**src/design/assert_macros.svh**
```systemverilog
// assertion macros shared by the line position pid design
// expects clk and arst_n in the scope of each use
`ifndef ASSERT_MACROS_SVH
`define ASSERT_MACROS_SVH

// expression holds at every clock edge out of reset
`define ASSERT_ALWAYS(lbl, expr, msg) \
	lbl: assert property (@(posedge clk) disable iff (!arst_n) (expr)) else $error(msg);

// consequent holds in the cycle after the antecedent
`define ASSERT_NEXT(lbl, ante, cons, msg) \
	lbl: assert property (@(posedge clk) disable iff (!arst_n) (ante) |=> (cons)) \
		else $error(msg);

// consequent holds in the same cycle as the antecedent
`define ASSERT_SAME(lbl, ante, cons, msg) \
	lbl: assert property (@(posedge clk) disable iff (!arst_n) (ante) |-> (cons)) \
		else $error(msg);

`endif

```
**src/design/lpp_pkg.sv**
```systemverilog
// shared constants, register codes and unit request types of the line position pid
// no dependencies
`default_nettype none

package lpp_pkg;

	localparam int SENSOR_COUNT = 6;
	localparam int SAMPLE_BITS  = 12;

	localparam int THRESH_W   = 12;
	localparam int GAIN_W     = 24;
	localparam int CFG_DATA_W = 24;
	localparam int CFG_IDX_W  = 3;

	localparam int DRIVE_W   = 25;
	localparam int ERR_W     = 14;
	localparam int CNT_W     = 3;
	localparam int INTEG_W   = 16;
	localparam int DERIV_W   = 15;
	localparam int SUM_W     = 7;
	localparam int MAG_W     = 6;
	localparam int ERR_FRAC  = 8;
	localparam int DIV_W     = MAG_W + ERR_FRAC;
	localparam int DIVISOR_W = CNT_W;
	localparam int MUL_W     = 16;
	localparam int PROD_W    = GAIN_W + 1 + MUL_W;
	localparam int ACC_W     = PROD_W + 2;
	localparam int Q_SHIFT   = 16;

	localparam int INTEG_LIMIT = 25600;
	localparam int DRIVE_MAX   = 16777215;
	localparam int DRIVE_MIN   = -16777216;
	localparam int COUNT_NULL  = 4;

	localparam logic [THRESH_W-1:0] THRESH_RESET = THRESH_W'(500);
	localparam logic [GAIN_W-1:0]   GAIN_P_RESET = GAIN_W'(1048576);
	localparam logic [GAIN_W-1:0]   GAIN_I_RESET = GAIN_W'(256);
	localparam logic [GAIN_W-1:0]   GAIN_D_RESET = GAIN_W'(2949120);

	localparam logic signed [SUM_W-1:0] LINE_WEIGHT [SENSOR_COUNT] = '{
		7'sd17, 7'sd10, 7'sd6, -7'sd6, -7'sd10, -7'sd17
	};

	typedef enum logic [CFG_IDX_W-1:0] {
		REG_LINE_THRESHOLD = 3'd0,
		REG_GAIN_P         = 3'd1,
		REG_GAIN_I         = 3'd2,
		REG_GAIN_D         = 3'd3
	} cfg_reg_t;

	typedef struct packed {
		logic                 start;
		logic [DIV_W-1:0]     dividend;
		logic [DIVISOR_W-1:0] divisor;
	} div_req_t;

	typedef struct packed {
		logic             done;
		logic [DIV_W-1:0] quotient;
	} div_rsp_t;

	typedef struct packed {
		logic                    clear;
		logic                    issue;
		logic [GAIN_W-1:0]       gain;
		logic signed [MUL_W-1:0] operand;
	} mac_req_t;

	typedef struct packed {
		logic                    busy;
		logic signed [ACC_W-1:0] acc;
	} mac_rsp_t;

endpackage

`default_nettype wire

```
**src/design/lpp_div.sv**
```systemverilog
// restoring divider, one quotient bit per cycle, for the averaged line error
// depends on lpp_pkg and assert_macros.svh
`default_nettype none
`include "assert_macros.svh"

module lpp_div import lpp_pkg::*; (
	input  wire logic     clk,
	input  wire logic     arst_n,
	input  wire div_req_t req,
	output div_rsp_t      rsp
);

	localparam int CNT_DW = $clog2(DIV_W + 1);

	logic [CNT_DW-1:0]    cnt_q;
	logic                 busy_q;
	logic                 done_q;
	logic [DIV_W-1:0]     work_q;
	logic [DIVISOR_W-1:0] rem_q;
	logic [DIVISOR_W-1:0] divisor_q;

	logic [DIVISOR_W:0]   trial_c;
	logic                 qbit_c;
	logic [DIVISOR_W:0]   diff_c;

	always_comb begin
		trial_c = {rem_q, work_q[DIV_W-1]};
		diff_c  = trial_c - {1'b0, divisor_q};
		qbit_c  = (trial_c >= {1'b0, divisor_q});
	end

	always_ff @(posedge clk or negedge arst_n) begin
		if (!arst_n) begin
			cnt_q  <= '0;
			busy_q <= 1'b0;
			done_q <= 1'b0;
		end else if (req.start) begin
			cnt_q  <= CNT_DW'(DIV_W);
			busy_q <= 1'b1;
			done_q <= 1'b0;
		end else if (busy_q) begin
			cnt_q <= cnt_q - CNT_DW'(1);
			if (cnt_q == CNT_DW'(1)) begin
				busy_q <= 1'b0;
				done_q <= 1'b1;
			end
		end
	end

	always_ff @(posedge clk) begin
		if (req.start) begin
			work_q    <= req.dividend;
			rem_q     <= '0;
			divisor_q <= req.divisor;
		end else if (busy_q) begin
			work_q <= {work_q[DIV_W-2:0], qbit_c};
			rem_q  <= qbit_c ? diff_c[DIVISOR_W-1:0] : trial_c[DIVISOR_W-1:0];
		end
	end

	assign rsp.done     = done_q;
	assign rsp.quotient = work_q;

	`ASSERT_NEXT(a_start_drops_done, req.start, !done_q && busy_q, "divider start did not restart")
	`ASSERT_ALWAYS(a_busy_done_excl, !(busy_q && done_q), "divider busy and done together")
	`ASSERT_SAME(a_busy_counts, busy_q, cnt_q != '0, "divider busy with no steps left")

endmodule

`default_nettype wire

```
**config.mk**
```make
export PLATFORM = sky130hd
export DESIGN_NAME = lpp_div
export DESIGN_NICKNAME = d
export VERILOG_FILES = /design/src/design/lpp_pkg.sv /design/src/design/lpp_div.sv
export VERILOG_INCLUDE_DIRS = /design/src /design/src/design
export SDC_FILE = /design/constraint.sdc
export NUM_CORES = 1
export LEC_CHECK = 0
export CAP_MARGIN = 20
export CORE_MARGIN = 2
export CORE_UTILIZATION = 60
export CTS_CLUSTER_SIZE = 40
export DETAILED_ROUTE_END_ITERATION = 7
export DONT_BUFFER_PORTS = 1
export PLACE_DENSITY = 0.76
export SETUP_SLACK_MARGIN = 0.2
export SYNTH_ARGS = -nofsm -noshare
export SYNTH_HDL_FRONTEND = slang
export SYNTH_SLANG_ARGS = --single-unit
```
**constraint.sdc**
```tcl
create_clock -name clk -period 5.06 [get_ports clk]
set_input_delay 0.506 -clock clk [delete_from_list [all_inputs] [get_ports clk]]
set_output_delay 0.506 -clock clk [all_outputs]
set_load 0.005 [all_outputs]
```
==> impl_metrics.py <==
metrics = {
    "run_status": {
        "status": "complete, no violations",
    },
    "clock_network": {
        "cts_resized": 0,
        "cts_num_sinks": 26,
        "cts_buffers": 3,
        "htreeDepth": 1,
        "insertion_delay_ns": 0.31,
        "path_clk_slew_ns": 0.14,
        "cts_tree": "built",
        "ctsRootBufferMaster": "clkbuf_4",
        "cts_max_path_buffers": 2,
        "post_cts_buffers": 0,
    },
    "min_path": {
        "hp-start": "req[17]",
        "hold_path_end": "cnt_q[0]",
        "hold_class": "input pin to flop",
        "hold_depth": 1,
    },
    "timing": {
        "rsz0062_at_grt": "no",
        "fin_crit_ns": 1.90,
        "setup_slack_ns": 3.16,
        "tightest_slew_ns": 0.556,
        "finalCritPeriodShare": 0.376,
        "drv_slew": 0,
        "max_freq_mhz": 525,
        "fin_setup_tns_ns": 0,
        "fin_skew_ns": 0.00244,
        "finalHoldViolCount": 0,
        "setup_viol": 0,
        "slew_headroom": 0.629,
    },
    "cells_and_area": {
        "multiInputGateArea_um2": 465,
        "mostFrequentLayoutCells": "17 x edfxtp_1, 13 x mux2_2, 9 x inv_1",
        "fin_cells": 124,
        "syn2layout_area_growth_pct": 5.41,
        "fin_nets": 124,
        "register_area_um2": 721,
        "layout-drive-gt1-share": 0.175,
        "post-route-util": 0.671,
        "fill_cells": 172,
        "antennaDiodeCount": 0,
        "mostFrequentLayoutCell": "edfxtp_1",
    },
    "yosys": {
        "yosysWarnings": 0,
        "synth_nets": 124,
        "synth_top_cell_by_area": "edfxtp_1",
        "synth_cell_types": 35,
        "synth_area_mm2": 0.00125,
        "yosys_most_used_dff": "edfxtp_1",
        "synthArstFlopShare": 0.231,
        "ys_seq_area_frac": 0.577,
        "synth_edf_count": 17,
        "synth_top_area_frac": 0.409,
        "synth_cells": 98,
        "synth_area_leaders": "edfxtp_1 41%, dfrtp_1 12%, mux2_2 12%",
        "synth_seq_cells": 26,
        "avgSynthCellArea_um2": 12.7,
    },
    "routing": {
        "drt-total-wl_um": 2000,
        "num_vias": 737,
        "via_per_inst": 5.94,
        "drtPass1Iterations": 4,
        "ant_nets": 0,
        "wl_per_cell_um": 16.1,
        "dr.first_iter.drc_count": 12,
        "drc": 0,
    },
    "grt": {
        "grt_pass1_wl_um": 3120,
        "grt_max_degree": 30,
        "first_global_vias": 720,
        "grt_use_total": 0.165,
        "grt-ovfl-total": 0,
        "antenna_found_initial": 0,
    },
    "setup_path": {
        "worst_r2r_path_depth": 6,
        "cp_data_arrival_time_ns": 2.12,
        "critPathKind": "flop to flop",
        "start_kind": "flop",
        "timing.rr.start": "work_q[13]",
        "r2r-end": "rem_q[2]",
        "cp-end-kind": "flop",
        "worstPathRequired_ns": 5.28,
        "path_max_fanout": 6,
        "r2r_setup_slack_ns": 3.16,
    },
    "die": {
        "start_util": 0.636,
        "rows": 16,
        "design.core.area_mm2": 0.00196,
        "die_w_um": 49.6,
        "io_pins": 35,
        "die_area_mm2": 0.00246,
        "die_h_um": 49.6,
    },
    "pwr": {
        "ir_worst_vdd_mv": 0.217,
        "p_leak_nw": 0.514,
        "cellPowerDensity_mw_per_mm2": 411,
    },
    "place": {
        "place_hpwl_um": 1440,
        "dpl.cell_count": 119,
        "gp_congestion": 0.827,
        "dp_slack_ns": 3.18,
        "numPortBuffers": 0,
    },
    "flow_run": {
        "cap_violations": 0,
    },
}
==> how the worst max path moves through the flow <==
stage / from / depth (start not counted) / end
after floorplan: req[17] / 4 / work_q[0]
after global placement: work_q[13] / 6 / rem_q[2]
after detailed placement: work_q[13] / 6 / rem_q[2]
after CTS: work_q[13] / 6 / rem_q[2]
after global routing: work_q[13] / 6 / rem_q[2]
final: work_q[13] / 6 / rem_q[2]
==> power breakdown <==
| group | total, mW | internal [mW] | switching [mW] |
|---|---|---|---|
| combinational | 0.113 | 0.0547 | 0.0579 |
| clock | 0.140 | 0.0800 | 0.0602 |
| sequential | 0.289 | 0.264 | 0.0252 |
| total | 0.542 | 0.398 | 0.143 |
==> cells in the mapped netlist, drive strengths merged (2+ instances only) <==
cell	count
dfrtp	6
ha	5
nor4	3
edfxtp	17
dfxtp	3
nor2	5
inv	9
buf	3
xnor2	2
nand2	4
a21oi	2
clkbuf	3
mux2	13
and3	2
o21ai	2
nand2b	3
==> repair_timing <==
action | in CTS | in global routing
hold buffers | 1 | 0
endpoints found under the setup margin | 0 | 0
hold endpoints to repair | 6 | 0
==> sequential cells by signal (all words and copies together) (netlist names) <==
| register | cells |
|---|---|
| cnt_q | 4 |
| work_q | 14 |
| done_q | 1 |
| divisor_q | 3 |
| rem_q | 3 |
| busy_q | 1 |
==> kinds of logic (layout without fill, tap and decap cells) <==
group                      after synthesis  in the layout  share of synthesized area
and+or+nand+nor                         24             24                      0.108
adders and majority gates                6              6                     0.0661
DFF                                     26             26                      0.577
xor gates and xnor gates                 2              2                     0.0140
AOI/OAI and AO/OA                       12             12                     0.0671
buffers and inverters                   15             14                     0.0501
muxes                                   13             13                      0.117
==> per-stage QoR <==
step	hold slack [ns]	total power [mW]	instance area [um^2]
floorplan	0.210	0.383	1250
global route	0.227	0.566	1320
detailed placement	0.211	0.403	1250
global placement	0.211	0.395	1250
finish	0.243	0.542	1320
CTS	0.233	0.544	1320
==> per-layer routing <==
layer | vias to the layer above | GRT usage | share of wire
met2 | 28 | 0.304 | 0.53
met4 | 0 | 0.0556 | 0.0065
met1 | 357 | 0.187 | 0.40
met3 | 2 | 0.0364 | 0.071
li1 | 350 | - | -
met5 | - | 0 | 0
==> critical path: stages (launching register included) <==
cell and delay [ns]:
edfxtp_1 0.42, inv_1 0.06, ha_1 0.21, fa_1 0.40, and2b_1 0.31, nor4_1 0.07, o41ai_1 0.34
==> area by class of cell <==
type / count / area share
Clock inverter: 1 / 0.0228
Sequential cell: 26 / 0.548
Clock buffer: 3 / 0.0171
Multi-Input combinational cell: 57 / 0.354
Tap cell: 27 / 0.0257
Inverter: 9 / 0.0257
Timing Repair Buffer: 1 / 0.00760
No activity file was read; power rests on OpenSTA's default activity.
