[config.mk]
export PLATFORM = sky130hd
export DESIGN_NAME = lpp_mac
export DESIGN_NICKNAME = d
export VERILOG_FILES = /design/src/design/assert_macros.svh /design/src/design/lpp_pkg.sv /design/src/design/lpp_mac.sv
export SDC_FILE = /design/constraint.sdc
export NUM_CORES = 1
export LEC_CHECK = 0
export BUFFER_PORTS_ARGS = -buffer_cell sky130_fd_sc_hd__buf_2
export CAP_MARGIN = 15
export CORE_MARGIN = 10
export CORE_UTILIZATION = 45
export DETAILED_ROUTE_END_ITERATION = 16
export PLACE_DENSITY = 0.72
export SLEW_MARGIN = 20
export SYNTH_ARGS = -nofsm -noshare
export SYNTH_HDL_FRONTEND = slang
export SYNTH_SLANG_ARGS = --single-unit
export TNS_END_PERCENT = 1
[constraint.sdc]
create_clock -name clk -period 6.26 [get_ports clk]
set_input_delay 0.313 -clock clk [delete_from_list [all_inputs] [get_ports clk]]
set_output_delay 0.313 -clock clk [all_outputs]
set_load 0.01 [all_outputs]
[src/design/assert_macros.svh]
// assertion macros shared by the line position pid design
// expects clk and arst_n in the scope of each use
`ifndef ASSERT_MACROS_SVH
`define ASSERT_MACROS_SVH

// expression holds at every clock edge out of reset
`define ASSERT_ALWAYS(lbl, expr, msg) \
	lbl: assert property (@(posedge clk) disable iff (!arst_n) (expr)) else $error(msg);

// consequent holds in the cycle after the antecedent
`define ASSERT_NEXT(lbl, ante, cons, msg) \
	lbl: assert property (@(posedge clk) disable iff (!arst_n) (ante) |=> (cons)) \
		else $error(msg);

// consequent holds in the same cycle as the antecedent
`define ASSERT_SAME(lbl, ante, cons, msg) \
	lbl: assert property (@(posedge clk) disable iff (!arst_n) (ante) |-> (cons)) \
		else $error(msg);

`endif

[src/design/lpp_pkg.sv]
// shared constants, register codes and unit request types of the line position pid
// no dependencies
`default_nettype none

package lpp_pkg;

	localparam int SENSOR_COUNT = 6;
	localparam int SAMPLE_BITS  = 12;

	localparam int THRESH_W   = 12;
	localparam int GAIN_W     = 24;
	localparam int CFG_DATA_W = 24;
	localparam int CFG_IDX_W  = 3;

	localparam int DRIVE_W   = 25;
	localparam int ERR_W     = 14;
	localparam int CNT_W     = 3;
	localparam int INTEG_W   = 16;
	localparam int DERIV_W   = 15;
	localparam int SUM_W     = 7;
	localparam int MAG_W     = 6;
	localparam int ERR_FRAC  = 8;
	localparam int DIV_W     = MAG_W + ERR_FRAC;
	localparam int DIVISOR_W = CNT_W;
	localparam int MUL_W     = 16;
	localparam int PROD_W    = GAIN_W + 1 + MUL_W;
	localparam int ACC_W     = PROD_W + 2;
	localparam int Q_SHIFT   = 16;

	localparam int INTEG_LIMIT = 25600;
	localparam int DRIVE_MAX   = 16777215;
	localparam int DRIVE_MIN   = -16777216;
	localparam int COUNT_NULL  = 4;

	localparam logic [THRESH_W-1:0] THRESH_RESET = THRESH_W'(500);
	localparam logic [GAIN_W-1:0]   GAIN_P_RESET = GAIN_W'(1048576);
	localparam logic [GAIN_W-1:0]   GAIN_I_RESET = GAIN_W'(256);
	localparam logic [GAIN_W-1:0]   GAIN_D_RESET = GAIN_W'(2949120);

	localparam logic signed [SUM_W-1:0] LINE_WEIGHT [SENSOR_COUNT] = '{
		7'sd17, 7'sd10, 7'sd6, -7'sd6, -7'sd10, -7'sd17
	};

	typedef enum logic [CFG_IDX_W-1:0] {
		REG_LINE_THRESHOLD = 3'd0,
		REG_GAIN_P         = 3'd1,
		REG_GAIN_I         = 3'd2,
		REG_GAIN_D         = 3'd3
	} cfg_reg_t;

	typedef struct packed {
		logic                 start;
		logic [DIV_W-1:0]     dividend;
		logic [DIVISOR_W-1:0] divisor;
	} div_req_t;

	typedef struct packed {
		logic             done;
		logic [DIV_W-1:0] quotient;
	} div_rsp_t;

	typedef struct packed {
		logic                    clear;
		logic                    issue;
		logic [GAIN_W-1:0]       gain;
		logic signed [MUL_W-1:0] operand;
	} mac_req_t;

	typedef struct packed {
		logic                    busy;
		logic signed [ACC_W-1:0] acc;
	} mac_rsp_t;

endpackage

`default_nettype wire

[src/design/lpp_mac.sv]
// shared multiply-accumulate unit for the three pid terms
// depends on lpp_pkg
`default_nettype none

module lpp_mac import lpp_pkg::*; (
	input  wire logic     clk,
	input  wire logic     arst_n,
	input  wire mac_req_t req,
	output mac_rsp_t      rsp
);

	logic signed [GAIN_W:0]   gain_c;
	logic signed [PROD_W-1:0] prod_s1;
	logic                     valid_s1;
	logic signed [ACC_W-1:0]  acc_q;

	assign gain_c = $signed({1'b0, req.gain});

	always_ff @(posedge clk or negedge arst_n) begin
		if (!arst_n) begin
			valid_s1 <= 1'b0;
		end else begin
			valid_s1 <= req.issue;
		end
	end

	always_ff @(posedge clk) begin
		if (req.issue) begin
			prod_s1 <= gain_c * req.operand;
		end
		if (req.clear) begin
			acc_q <= '0;
		end else if (valid_s1) begin
			acc_q <= acc_q + ACC_W'(prod_s1);
		end
	end

	assign rsp.busy = valid_s1;
	assign rsp.acc  = acc_q;

endmodule

`default_nettype wire

==> impl_results.rst, run 1 <==
.. list-table::
   :header-rows: 1

   * - Metric
     - Value
   * - Run status
     - completed
   * - Combined area of all synthesized cells
     - 0.0179 mm2
   * - Final Critical Period
     - 6040 ps
   * - Post-place setup slack
     - -214 ps
   * - Synthesized area divided by synthesized cell count
     - 8.91 um2
   * - Largest area contributor in the netlist
     - sky130_fd_sc_hd__fa_1
   * - Final wirelength
     - 43900 um
   * - Total track usage
     - 18.6%
   * - Clock tree from TritonCTS
     - yes
   * - Dominant synthesized flop cell
     - sky130_fd_sc_hd__dfxtp_1
   * - Family with the most delay on the worst path
     - adder cells
   * - Leading post-synthesis cells by cell area
     - sky130_fd_sc_hd__fa_1 (34%), sky130_fd_sc_hd__ha_1 (13%), sky130_fd_sc_hd__inv_1 (8.3%), sky130_fd_sc_hd__edfxtp_1 (6.9%), sky130_fd_sc_hd__and2_1 (6.2%)
   * - First-pass GRT wire length
     - 73600 um
   * - Cells after Synth
     - 2015
   * - Most frequent cells after synthesis
     - sky130_fd_sc_hd__inv_1 (395), sky130_fd_sc_hd__fa_1 (307), sky130_fd_sc_hd__nand2_1 (248)
   * - Global routing usage on met1
     - 24.3%
   * - Number of synthesized register bits
     - 85
   * - DRC viols
     - 0
   * - Share of final-layout standard cells stronger than drive strength 1
     - 11.7%
   * - Worst min-delay path class
     - input port to async pin
   * - Post-synth net total
     - 2546
   * - Antenna violations before repair
     - 2
   * - Proportion of netlist area held by the largest area contributor
     - 34.2%
   * - Final hold violations
     - 0
   * - Grt met2 use
     - 31.7%
   * - Overall overflow remaining after global route
     - 0
   * - Worst Path Max Fanout
     - 11
   * - Most used routing layer in global routing
     - met2
   * - Pin count of the biggest net entering global routing
     - 43
   * - CP cell instances
     - buf_2 > buf_4 > nand2_1 > fa_1 > inv_1 > fa_1 > fa_1 > fa_1 > fa_1 > inv_1 > fa_1 > inv_1 > ha_1 > buf_4 > and3_1 > nand2_1 > o311ai_1 > buf_4 > nand3b_1 > o211ai_1 > a31oi_2 > a221o_1 > a21oi_1 > xnor2_1
   * - Unique cell type count in the Yosys netlist
     - 67
   * - Setup repair after global routing missed its margin
     - yes
   * - Effective utilization at floorplan
     - 45.4%
   * - Final Slew Violations
     - 0
   * - Slew margin rel.
     - 35.8%
   * - Placeable Area
     - 0.0395 mm2
   * - Number of gates on the worst path with buffers counted
     - 24
   * - Cell with the biggest individual delay on the critical path
     - sky130_fd_sc_hd__fa_1
   * - Clock root cell
     - sky130_fd_sc_hd__clkbuf_16
   * - First-pass iteration count of the detailed router
     - 6
   * - Io pins
     - 88
   * - Worst Path Required
     - 6360 ps
   * - Sequential area share after synthesis
     - 11.8%
   * - Area Overhead vs Synth
     - 12.2%
   * - CP max stage delay
     - 510 ps
   * - Post-CTS setup buffer count
     - 0
   * - Layout net count
     - 2688
   * - Routed length per instance
     - 16.3 um
   * - Warnings, synthesis
     - 0
   * - Slew @ Worst Pin
     - 963 ps
   * - Worst-path clk slew
     - 60 ps
   * - Asr flop ratio synth
     - 1.18%
   * - Fillers
     - 3624
   * - Die Area
     - 0.0483 mm2
   * - Maximum capacitance violations
     - 0
   * - Depth of the worst register-to-register path
     - 10
   * - Slack of the critical path
     - 220 ps
   * - Max Clk Rate
     - 166 MHz
   * - Most common cell in the synthesized netlist
     - sky130_fd_sc_hd__inv_1
   * - Drt first-iter violations
     - 713
   * - Worst hold slack
     - 310 ps
   * - Count of final setup violators
     - 0
   * - Antenna Violating Nets Remaining
     - 0
   * - Global routing met3 resource utilization
     - 2.48%
   * - Die outline width
     - 220 um
   * - Vias in the first global route
     - 14800
   * - Port Buffer Count
     - 87
   * - Number of H-tree branching levels
     - 3
   * - TritonCTS Buffers
     - 9
   * - Multiplexer fraction of the synthesized cell area
     - 1.34%
   * - Maximum buffer depth of the clock tree
     - 2
   * - Xor and xnor area share after synthesis
     - 3.47%
   * - Dominant combinational cell family by area after synthesis
     - adder cells
   * - Synth Area in Compound Gates
     - 10.2%
   * - Crit path buffers/inverters
     - 7
   * - Worst Path Arrival
     - 6140 ps
   * - Worst Path Class, Setup
     - input port to flip-flop
   * - Post-synth EDFFs
     - 41
   * - Chip Height
     - 220 um
   * - Row cnt
     - 73
   * - Share of the cycle needed by the critical path after routing
     - 96.5%
   * - Detailed-route via count
     - 14000
   * - Detail Placement HPWL
     - 38400 um
   * - Startpoint types
     - input port
   * - Crit. End Element
     - flip-flop
   * - Cell seen most often among critical-path stages
     - sky130_fd_sc_hd__fa_1
   * - Clock tree skew after final layout
     - 6.46 ps
   * - Simple-gate share of the synthesized area
     - 16.3%
   * - Clk sinks
     - 85
   * - Post-synthesis adder-cell area fraction
     - 46.8%
   * - Vias/cell
     - 5.19
   * - Clock network latency to the later pin of the worst-skew pair
     - 350 ps
   * - Final antenna diode count
     - 0
   * - Routability Congestion
     - 0.896
==> cell families (layout without fill, tap and decap cells) <==
kind of cell             Yosys count  count (layout)
multiplexers                      24              24
AO/OA/AOI/OAI                    275             275
flip-flops                        85              85
buffers and inverters            478             625
AND/OR/NAND/NOR                  595             595
adder cells (fa/ha/maj)          487             487
XOR/XNOR                          71              71
==> state kept, by name (all words and copies together) (netlist names) <==
register  count
prod_s1      41
valid_s1      1
acc_q        43
==> path summary, 6_finish.rpt <==
check,from,to,slack (ps)
max,req[26],prod_s1[38],220
min,arst_n,valid_s1,310
max reg2reg,prod_s1[1],acc_q[35],3120
min reg2reg,acc_q[38],acc_q[38],500
max in group asynchronous,arst_n,valid_s1,5860
min in group clk,acc_q[38],acc_q[38],500
==> area by class of cell <==
class | count | area, um2 | share of cell area (%)
Clock buffer | 11 | 233 | 1.16
Clock inverter | 5 | 82.6 | 0.410
Inverter | 396 | 1490 | 7.38
Multi-Input combinational cell | 1452 | 14100 | 70.0
Sequential cell | 85 | 2120 | 10.5
Tap cell | 525 | 657 | 3.26
Timing Repair Buffer | 213 | 1470 | 7.31
==> layer usage <==
metal  wire length [um]  part of all wire [%]  vias up
met2              21100                    48      415
met4               1140                   2.6        4
met5                 19                 0.043        -
met1              19200                    44     6859
met3               2430                   5.5       74
li1                   -                     -     6603
==> layout by cell type, fill, tap and decap left out, drive strengths merged, types with 10 or more instances in the layout <==
| cell | n |
|---|---|
| and2 | 177 |
| edfxtp | 41 |
| dfxtp | 43 |
| nand3 | 18 |
| xor2 | 20 |
| nand2 | 248 |
| fa | 307 |
| mux2i | 24 |
| inv | 396 |
| a21oi | 80 |
| nor2 | 81 |
| a21o | 52 |
| a211oi | 13 |
| nand2b | 14 |
| ha | 180 |
| o21a | 11 |
| xnor2 | 51 |
| clkbuf | 16 |
| o21ai | 47 |
| buf | 207 |
| a31oi | 12 |
| and3 | 15 |
| nand4 | 10 |
==> timing repair <==
item	4_1_cts	5_1_grt
resized for setup	0	19
hold endpoints to repair	1	0
setup endpoints to repair	0	8
hold buffers	1	0
==> through the flow <==
step | cell area (um2) | TNS (ps) | instances | util (%)
floorplan | 17900 | 0 | 2015 | -
finish | 20100 | 0 | 2687 | 50.9
CTS | 20100 | 0 | 2687 | 50.7
detailed placement | 19700 | -929 | 2670 | 49.9
global placement | 19700 | -395 | 2670 | 49.9
global route | 20100 | -42.7 | 2687 | 50.9
Power of run 1 is not shown: default switching activity piles up to over one toggle a cycle in this logic, so the estimate is an artifact.
==> run 2: changes to the inputs <==
Settings changed: RECOVER_POWER from default to 50.
==> run 2 against run 1 <==
Against the previous run:
- the flow now finishes with violations (max-capacitance violations, max-slew violations)
- hold slack barely moved
- critical endpoint unchanged
- final area fell by 0.27%
- sequential share of layout area barely moved
- non-clock buffer count did not move
- critical path depth fell by 1
- maximum frequency barely moved
- clock-buffer cell count did not move
==> impl_results.rst, run 2 (synthesized netlist as in run 1, its figures left out) <==
.. list-table::
   :header-rows: 1

   * - Metric
     - Value
   * - Run status
     - finished, violations left
   * - Violated checks
     - max-capacitance violations, max-slew violations
   * - Slew margin rel.
     - -38.3%
   * - Antenna violations before repair
     - 2
   * - Slack of the critical path
     - 223 ps
   * - Area Overhead vs Synth
     - 11.9%
   * - Depth of the worst register-to-register path
     - 10
   * - Effective utilization at floorplan
     - 45.4%
   * - First-pass iteration count of the detailed router
     - 5
   * - Sum of routed wire segments on met1
     - 19300 um
   * - Crit. End Element
     - flip-flop
   * - Routed length per instance
     - 16.3 um
   * - Final Slew Violations
     - 43
   * - Worst Path Required
     - 6360 ps
   * - Leading registers by flop count
     - acc_q: 43 flops, prod_s1: 41 flops, valid_s1: 1 flops
   * - Worst min-delay path class
     - input port to async pin
   * - Row cnt
     - 73
   * - Placed Instance Area
     - 0.0197 mm2
   * - Vias/cell
     - 5.20
   * - Port Buffer Count
     - 87
   * - Slew @ Worst Pin
     - 2070 ps
   * - Final antenna diode count
     - 0
   * - Fillers
     - 3633
   * - TritonCTS Buffers
     - 9
   * - Startpoint types
     - input port
   * - Clock tree from TritonCTS
     - yes
   * - Pin count of the biggest net entering global routing
     - 43
   * - Detail Placement HPWL
     - 38400 um
   * - Clock network latency to the later pin of the worst-skew pair
     - 350 ps
   * - Share of final-layout standard cells stronger than drive strength 1
     - 9.81%
   * - Max FFs per register
     - 43
   * - Post-place setup slack
     - -214 ps
   * - Share of the cycle needed by the critical path after routing
     - 96.4%
   * - Met2 Routed Length
     - 21000 um
   * - Final wirelength
     - 43800 um
   * - Setup repair after global routing missed its margin
     - yes
   * - Clock root cell
     - sky130_fd_sc_hd__clkbuf_16
   * - Routability Congestion
     - 0.896
   * - Overall overflow remaining after global route
     - 0
   * - Antenna Violating Nets Remaining
     - 0
   * - First-pass GRT wire length
     - 73600 um
   * - Most common cell after layout, fill and taps aside
     - sky130_fd_sc_hd__inv_1
   * - Max Clk Rate
     - 166 MHz
   * - Final hold violations
     - 0
   * - Detailed-route via count
     - 14000
   * - Clk sinks
     - 85
   * - Util after Layout
     - 50.8%
   * - Layout net count
     - 2688
   * - Vias in the first global route
     - 14800
   * - Clock tree skew after final layout
     - 6.48 ps
   * - Most flops, register
     - acc_q
   * - Maximum capacitance violations
     - 1
   * - Placeable Area
     - 0.0395 mm2
   * - Top metal layer carrying routed signals
     - met5
   * - DRC viols
     - 0
   * - Chip Height
     - 220 um
   * - Maximum buffer depth of the clock tree
     - 2
   * - Most frequent cells in the layout
     - sky130_fd_sc_hd__inv_1 (395), sky130_fd_sc_hd__fa_1 (307), sky130_fd_sc_hd__nand2_1 (248)
   * - Worst Path Class, Setup
     - input port to flip-flop
   * - Number of H-tree branching levels
     - 3
   * - Final Critical Period
     - 6040 ps
   * - Worst-path clk slew
     - 60 ps
   * - Worst Path Max Fanout
     - 14
   * - Met3 Routed Length
     - 2360 um
   * - Io pins
     - 88
   * - Die outline width
     - 220 um
   * - Die Area
     - 0.0483 mm2
   * - Total track usage
     - 18.6%
   * - Worst Path Arrival
     - 6130 ps
   * - Drt first-iter violations
     - 703
   * - Count of final setup violators
     - 0
   * - Finished layout cell area
     - 0.0201 mm2
run 2: cell types whose count changed in the layout (fill, tap and decap cells not counted), sizes merged:
cell and change:
buf -42, clkbuf +42
run 2: worst max-delay path: stages:
cell,delay [ps]
sky130_fd_sc_hd__buf_2,170
sky130_fd_sc_hd__and2_1,200
sky130_fd_sc_hd__fa_1,550
sky130_fd_sc_hd__inv_1,60
sky130_fd_sc_hd__fa_1,390
sky130_fd_sc_hd__fa_1,550
sky130_fd_sc_hd__inv_1,50
sky130_fd_sc_hd__fa_1,490
sky130_fd_sc_hd__fa_1,520
sky130_fd_sc_hd__inv_1,60
sky130_fd_sc_hd__fa_1,480
sky130_fd_sc_hd__inv_1,40
sky130_fd_sc_hd__ha_1,280
sky130_fd_sc_hd__a211o_1,270
sky130_fd_sc_hd__nand2b_1,190
sky130_fd_sc_hd__a31oi_4,220
sky130_fd_sc_hd__a2111oi_2,70
sky130_fd_sc_hd__buf_4,170
sky130_fd_sc_hd__o211ai_1,250
sky130_fd_sc_hd__a31oi_2,160
sky130_fd_sc_hd__a221o_1,360
sky130_fd_sc_hd__a21oi_1,170
sky130_fd_sc_hd__xnor2_1,80
run 2: metrics by stage:
stage	hold slack, ps	std cells	setup TNS, ps
6_report	310	2687	0
5_1_grt	331	2687	-56.8
4_1_cts	315	2687	0
3_5_place_dp	89.8	2670	-929
3_3_place_gp	90.0	2670	-395
2_1_floorplan	17.4	2015	0
run 2: worst paths after layout:
kind	endpoint	from	slack, ps
worst max-delay path	prod_s1[38]	req[4]	220
worst min-delay path	valid_s1	arst_n	310
worst max register to register	acc_q[35]	prod_s1[1]	3120
worst min register to register	acc_q[38]	acc_q[38]	500
max in group asynchronous	valid_s1	arst_n	5860
min in group clk	acc_q[38]	acc_q[38]	500
run 2: routing by layer:
layer  vias to the layer above  global-route usage (%)
met5                         -                       0
met4                         4                    5.55
met3                        72                    2.48
met2                       427                    31.7
met1                      6853                    24.3
li1                       6610                       -
run 2: final cells by class:
| class | count | area, um2 | area share (%) |
|---|---|---|---|
| clock inverter | 5 | 82.6 | 0.411 |
| tap | 525 | 657 | 3.27 |
| inverter | 396 | 1490 | 7.40 |
| multi-input combinational | 1452 | 14100 | 70.2 |
| sequential | 85 | 2120 | 10.5 |
| clock buffer | 11 | 233 | 1.16 |
| timing repair buffer | 213 | 1420 | 7.05 |
run 2: timing repair:
| item | in CTS | in global routing |
|---|---|---|
| endpoints found under the setup margin | 0 | 8 |
| endpoints found under the hold margin | 1 | 0 |
| hold buffers | 1 | 0 |
| buffers inserted | 0 | 0 |
| resized for setup | 0 | 19 |
Power of run 2 is left out for the same reason.
==> run 3: changes to the inputs <==
Settings changed: ABC_AREA from default to 0, CORE_MARGIN 10 to 2, CORE_UTILIZATION 45 to 60, PLACE_DENSITY 0.72 to 0.88.
==> run 3 against run 2 <==
Against the previous run:
- the run still ends with max-capacitance violations, max-slew violations left
- clock-buffer cell count up 1
- routed wire length fell by 0.13%
- core utilization increased by 16 points
- non-clock buffer count fell by 29
- hold slack worse by 35 ps
- flip-flop and latch count stayed put
- maximum frequency down 0.93%
- register-to-register slack worse by 30 ps
- setup slack got worse by 57 ps
- die area shrank 35%
- highest routed layer is now met4
==> impl_results.rst, run 3 (synthesized netlist as in run 1, its figures left out) <==
.. list-table::
   :header-rows: 1

   * - Metric
     - Value
   * - Run status
     - finished, violations left
   * - Violated checks
     - max-capacitance violations, max-slew violations
   * - Antenna violations before repair
     - 0
   * - CP cell instances
     - buf_2 > buf_4 > nand2_1 > fa_1 > inv_1 > fa_1 > fa_1 > fa_1 > fa_1 > inv_1 > fa_1 > inv_1 > ha_1 > a21o_1 > a211oi_2 > a221oi_1 > a2bb2oi_1 > o21ai_1 > o21ai_1 > a221oi_1 > o311ai_1 > xor2_1
   * - Util after Layout
     - 66.5%
   * - Antenna Violating Nets Remaining
     - 0
   * - Startpoint types
     - input port
   * - Worst Path Arrival
     - 6170 ps
   * - Vias/cell
     - 5.72
   * - Family with the most delay on the worst path
     - adder cells
   * - Maximum capacitance violations
     - 1
   * - Worst Path Max Fanout
     - 13
   * - Detailed-route via count
     - 14400
   * - Detail Placement HPWL
     - 37300 um
   * - Max FFs per register
     - 43
   * - Worst-path clk slew
     - 60 ps
   * - Die Area
     - 0.0313 mm2
   * - Worst hold slack
     - 275 ps
   * - Port Buffer Count
     - 87
   * - Setup repair after global routing missed its margin
     - yes
   * - Most frequent cells in the layout
     - sky130_fd_sc_hd__inv_1 (395), sky130_fd_sc_hd__fa_1 (306), sky130_fd_sc_hd__nand2_1 (248)
   * - Depth of the worst register-to-register path
     - 12
   * - Final Slew Violations
     - 43
   * - Share of final-layout standard cells stronger than drive strength 1
     - 8.35%
   * - Routability Congestion
     - 0.952
   * - Vias in the first global route
     - 15300
   * - CP max stage delay
     - 560 ps
   * - Overall overflow remaining after global route
     - 0
   * - Effective utilization at floorplan
     - 60.7%
   * - Clock tree skew after final layout
     - 6.75 ps
   * - Worst Path Class, Setup
     - input port to flip-flop
   * - Clock network latency to the later pin of the worst-skew pair
     - 340 ps
   * - Clock root cell
     - sky130_fd_sc_hd__clkbuf_16
   * - Drt first-iter violations
     - 1270
   * - Routed length per instance
     - 17.4 um
   * - Crit path buffers/inverters
     - 5
   * - Pin count of the biggest net entering global routing
     - 43
   * - Slew @ Worst Pin
     - 2050 ps
   * - Io pins
     - 88
   * - Row cnt
     - 63
   * - Final Critical Period
     - 6090 ps
   * - Maximum buffer depth of the clock tree
     - 2
   * - Count of final setup violators
     - 0
   * - Max Clk Rate
     - 164 MHz
   * - Cell with the biggest individual delay on the critical path
     - sky130_fd_sc_hd__fa_1
   * - TritonCTS Buffers
     - 9
   * - First-pass GRT wire length
     - 73000 um
   * - Worst Path Required
     - 6330 ps
   * - Most common cell after layout, fill and taps aside
     - sky130_fd_sc_hd__inv_1
   * - Final hold violations
     - 0
   * - Area Overhead vs Synth
     - 9.62%
   * - Layout net count
     - 2659
   * - Cell seen most often among critical-path stages
     - sky130_fd_sc_hd__fa_1
   * - Worst min-delay path class
     - input port to async pin
   * - DRC viols
     - 0
   * - Clock tree from TritonCTS
     - yes
   * - Clk sinks
     - 85
   * - Number of H-tree branching levels
     - 3
   * - Share of the cycle needed by the critical path after routing
     - 97.3%
   * - Crit. End Element
     - flip-flop
   * - Die outline width
     - 177 um
   * - Chip Height
     - 177 um
   * - Number of gates on the worst path with buffers counted
     - 22
   * - Placeable Area
     - 0.0296 mm2
   * - Slew margin rel.
     - -36.7%
   * - Total track usage
     - 28.9%
   * - Most flops, register
     - acc_q
   * - Final antenna diode count
     - 0
   * - First-pass iteration count of the detailed router
     - 8
   * - Post-CTS setup buffer count
     - 0
   * - Final wirelength
     - 43800 um
   * - Leading registers by flop count
     - acc_q: 43 flops, prod_s1: 41 flops, valid_s1: 1 flops
## run 3: worst reg2reg max path: stages (launching register included)
cell and delay [ps]:
sky130_fd_sc_hd__dfxtp_1 400, sky130_fd_sc_hd__ha_1 250, sky130_fd_sc_hd__inv_1 80, sky130_fd_sc_hd__fa_1 400, sky130_fd_sc_hd__nor2b_1 160, sky130_fd_sc_hd__o21ai_0 140, sky130_fd_sc_hd__a31o_2 310, sky130_fd_sc_hd__a2111oi_4 460
sky130_fd_sc_hd__o211ai_2 140, sky130_fd_sc_hd__a311o_1 310, sky130_fd_sc_hd__mux2i_1 180, sky130_fd_sc_hd__xnor2_1 140, sky130_fd_sc_hd__nor2_1 50
## run 3: final timing paths
kind                           start           to  slack (ps)
setup / recovery             req[10]  prod_s1[39]         170
hold / removal                arst_n     valid_s1         270
setup reg to reg            acc_q[0]    acc_q[42]        3090
hold reg to reg            acc_q[37]    acc_q[37]         510
max in group asynchronous     arst_n     valid_s1        5880
min in group clk           acc_q[37]    acc_q[37]         510
## run 3: final cells by class
type	count	area, um2
clock buffers	12	236
clock inverters	4	97.6
fillers	2262	9890
inverters	396	1490
multi-input cells	1452	14100
flip-flops and latches	85	2120
well taps	390	488
repair buffers	184	1170
## run 3: repair_timing
| item | 4_1_cts | 5_1_grt |
|---|---|---|
| endpoints found under the setup margin | 0 | 8 |
| endpoints found under the hold margin | 1 | 0 |
| resized for setup | 0 | 15 |
| hold buffers | 1 | 0 |
## run 3: stage by stage
step,setup slack [ps],area (um2),setup TNS (ps),cells
6_report,166,19700,0,2523
5_1_grt,-53.7,19700,-133,2523
4_1_cts,116,19700,0,2523
3_5_place_dp,-224,19300,-962,2506
3_3_place_gp,-111,19300,-136,2506
2_1_floorplan,205,17900,0,2015
## run 3: per-layer routing
metal / vias to the layer above / global-route usage (%) / share of wire (%)
met3: 137 / 4.96 / 7.7
met1: 7085 / 37.7 / 41
li1: 6551 / - / -
met5: - / 0 / 0
met2: 651 / 48.9 / 48
met4: 0 / 10.0 / 3.6
Power of run 3 is left out for the same reason.
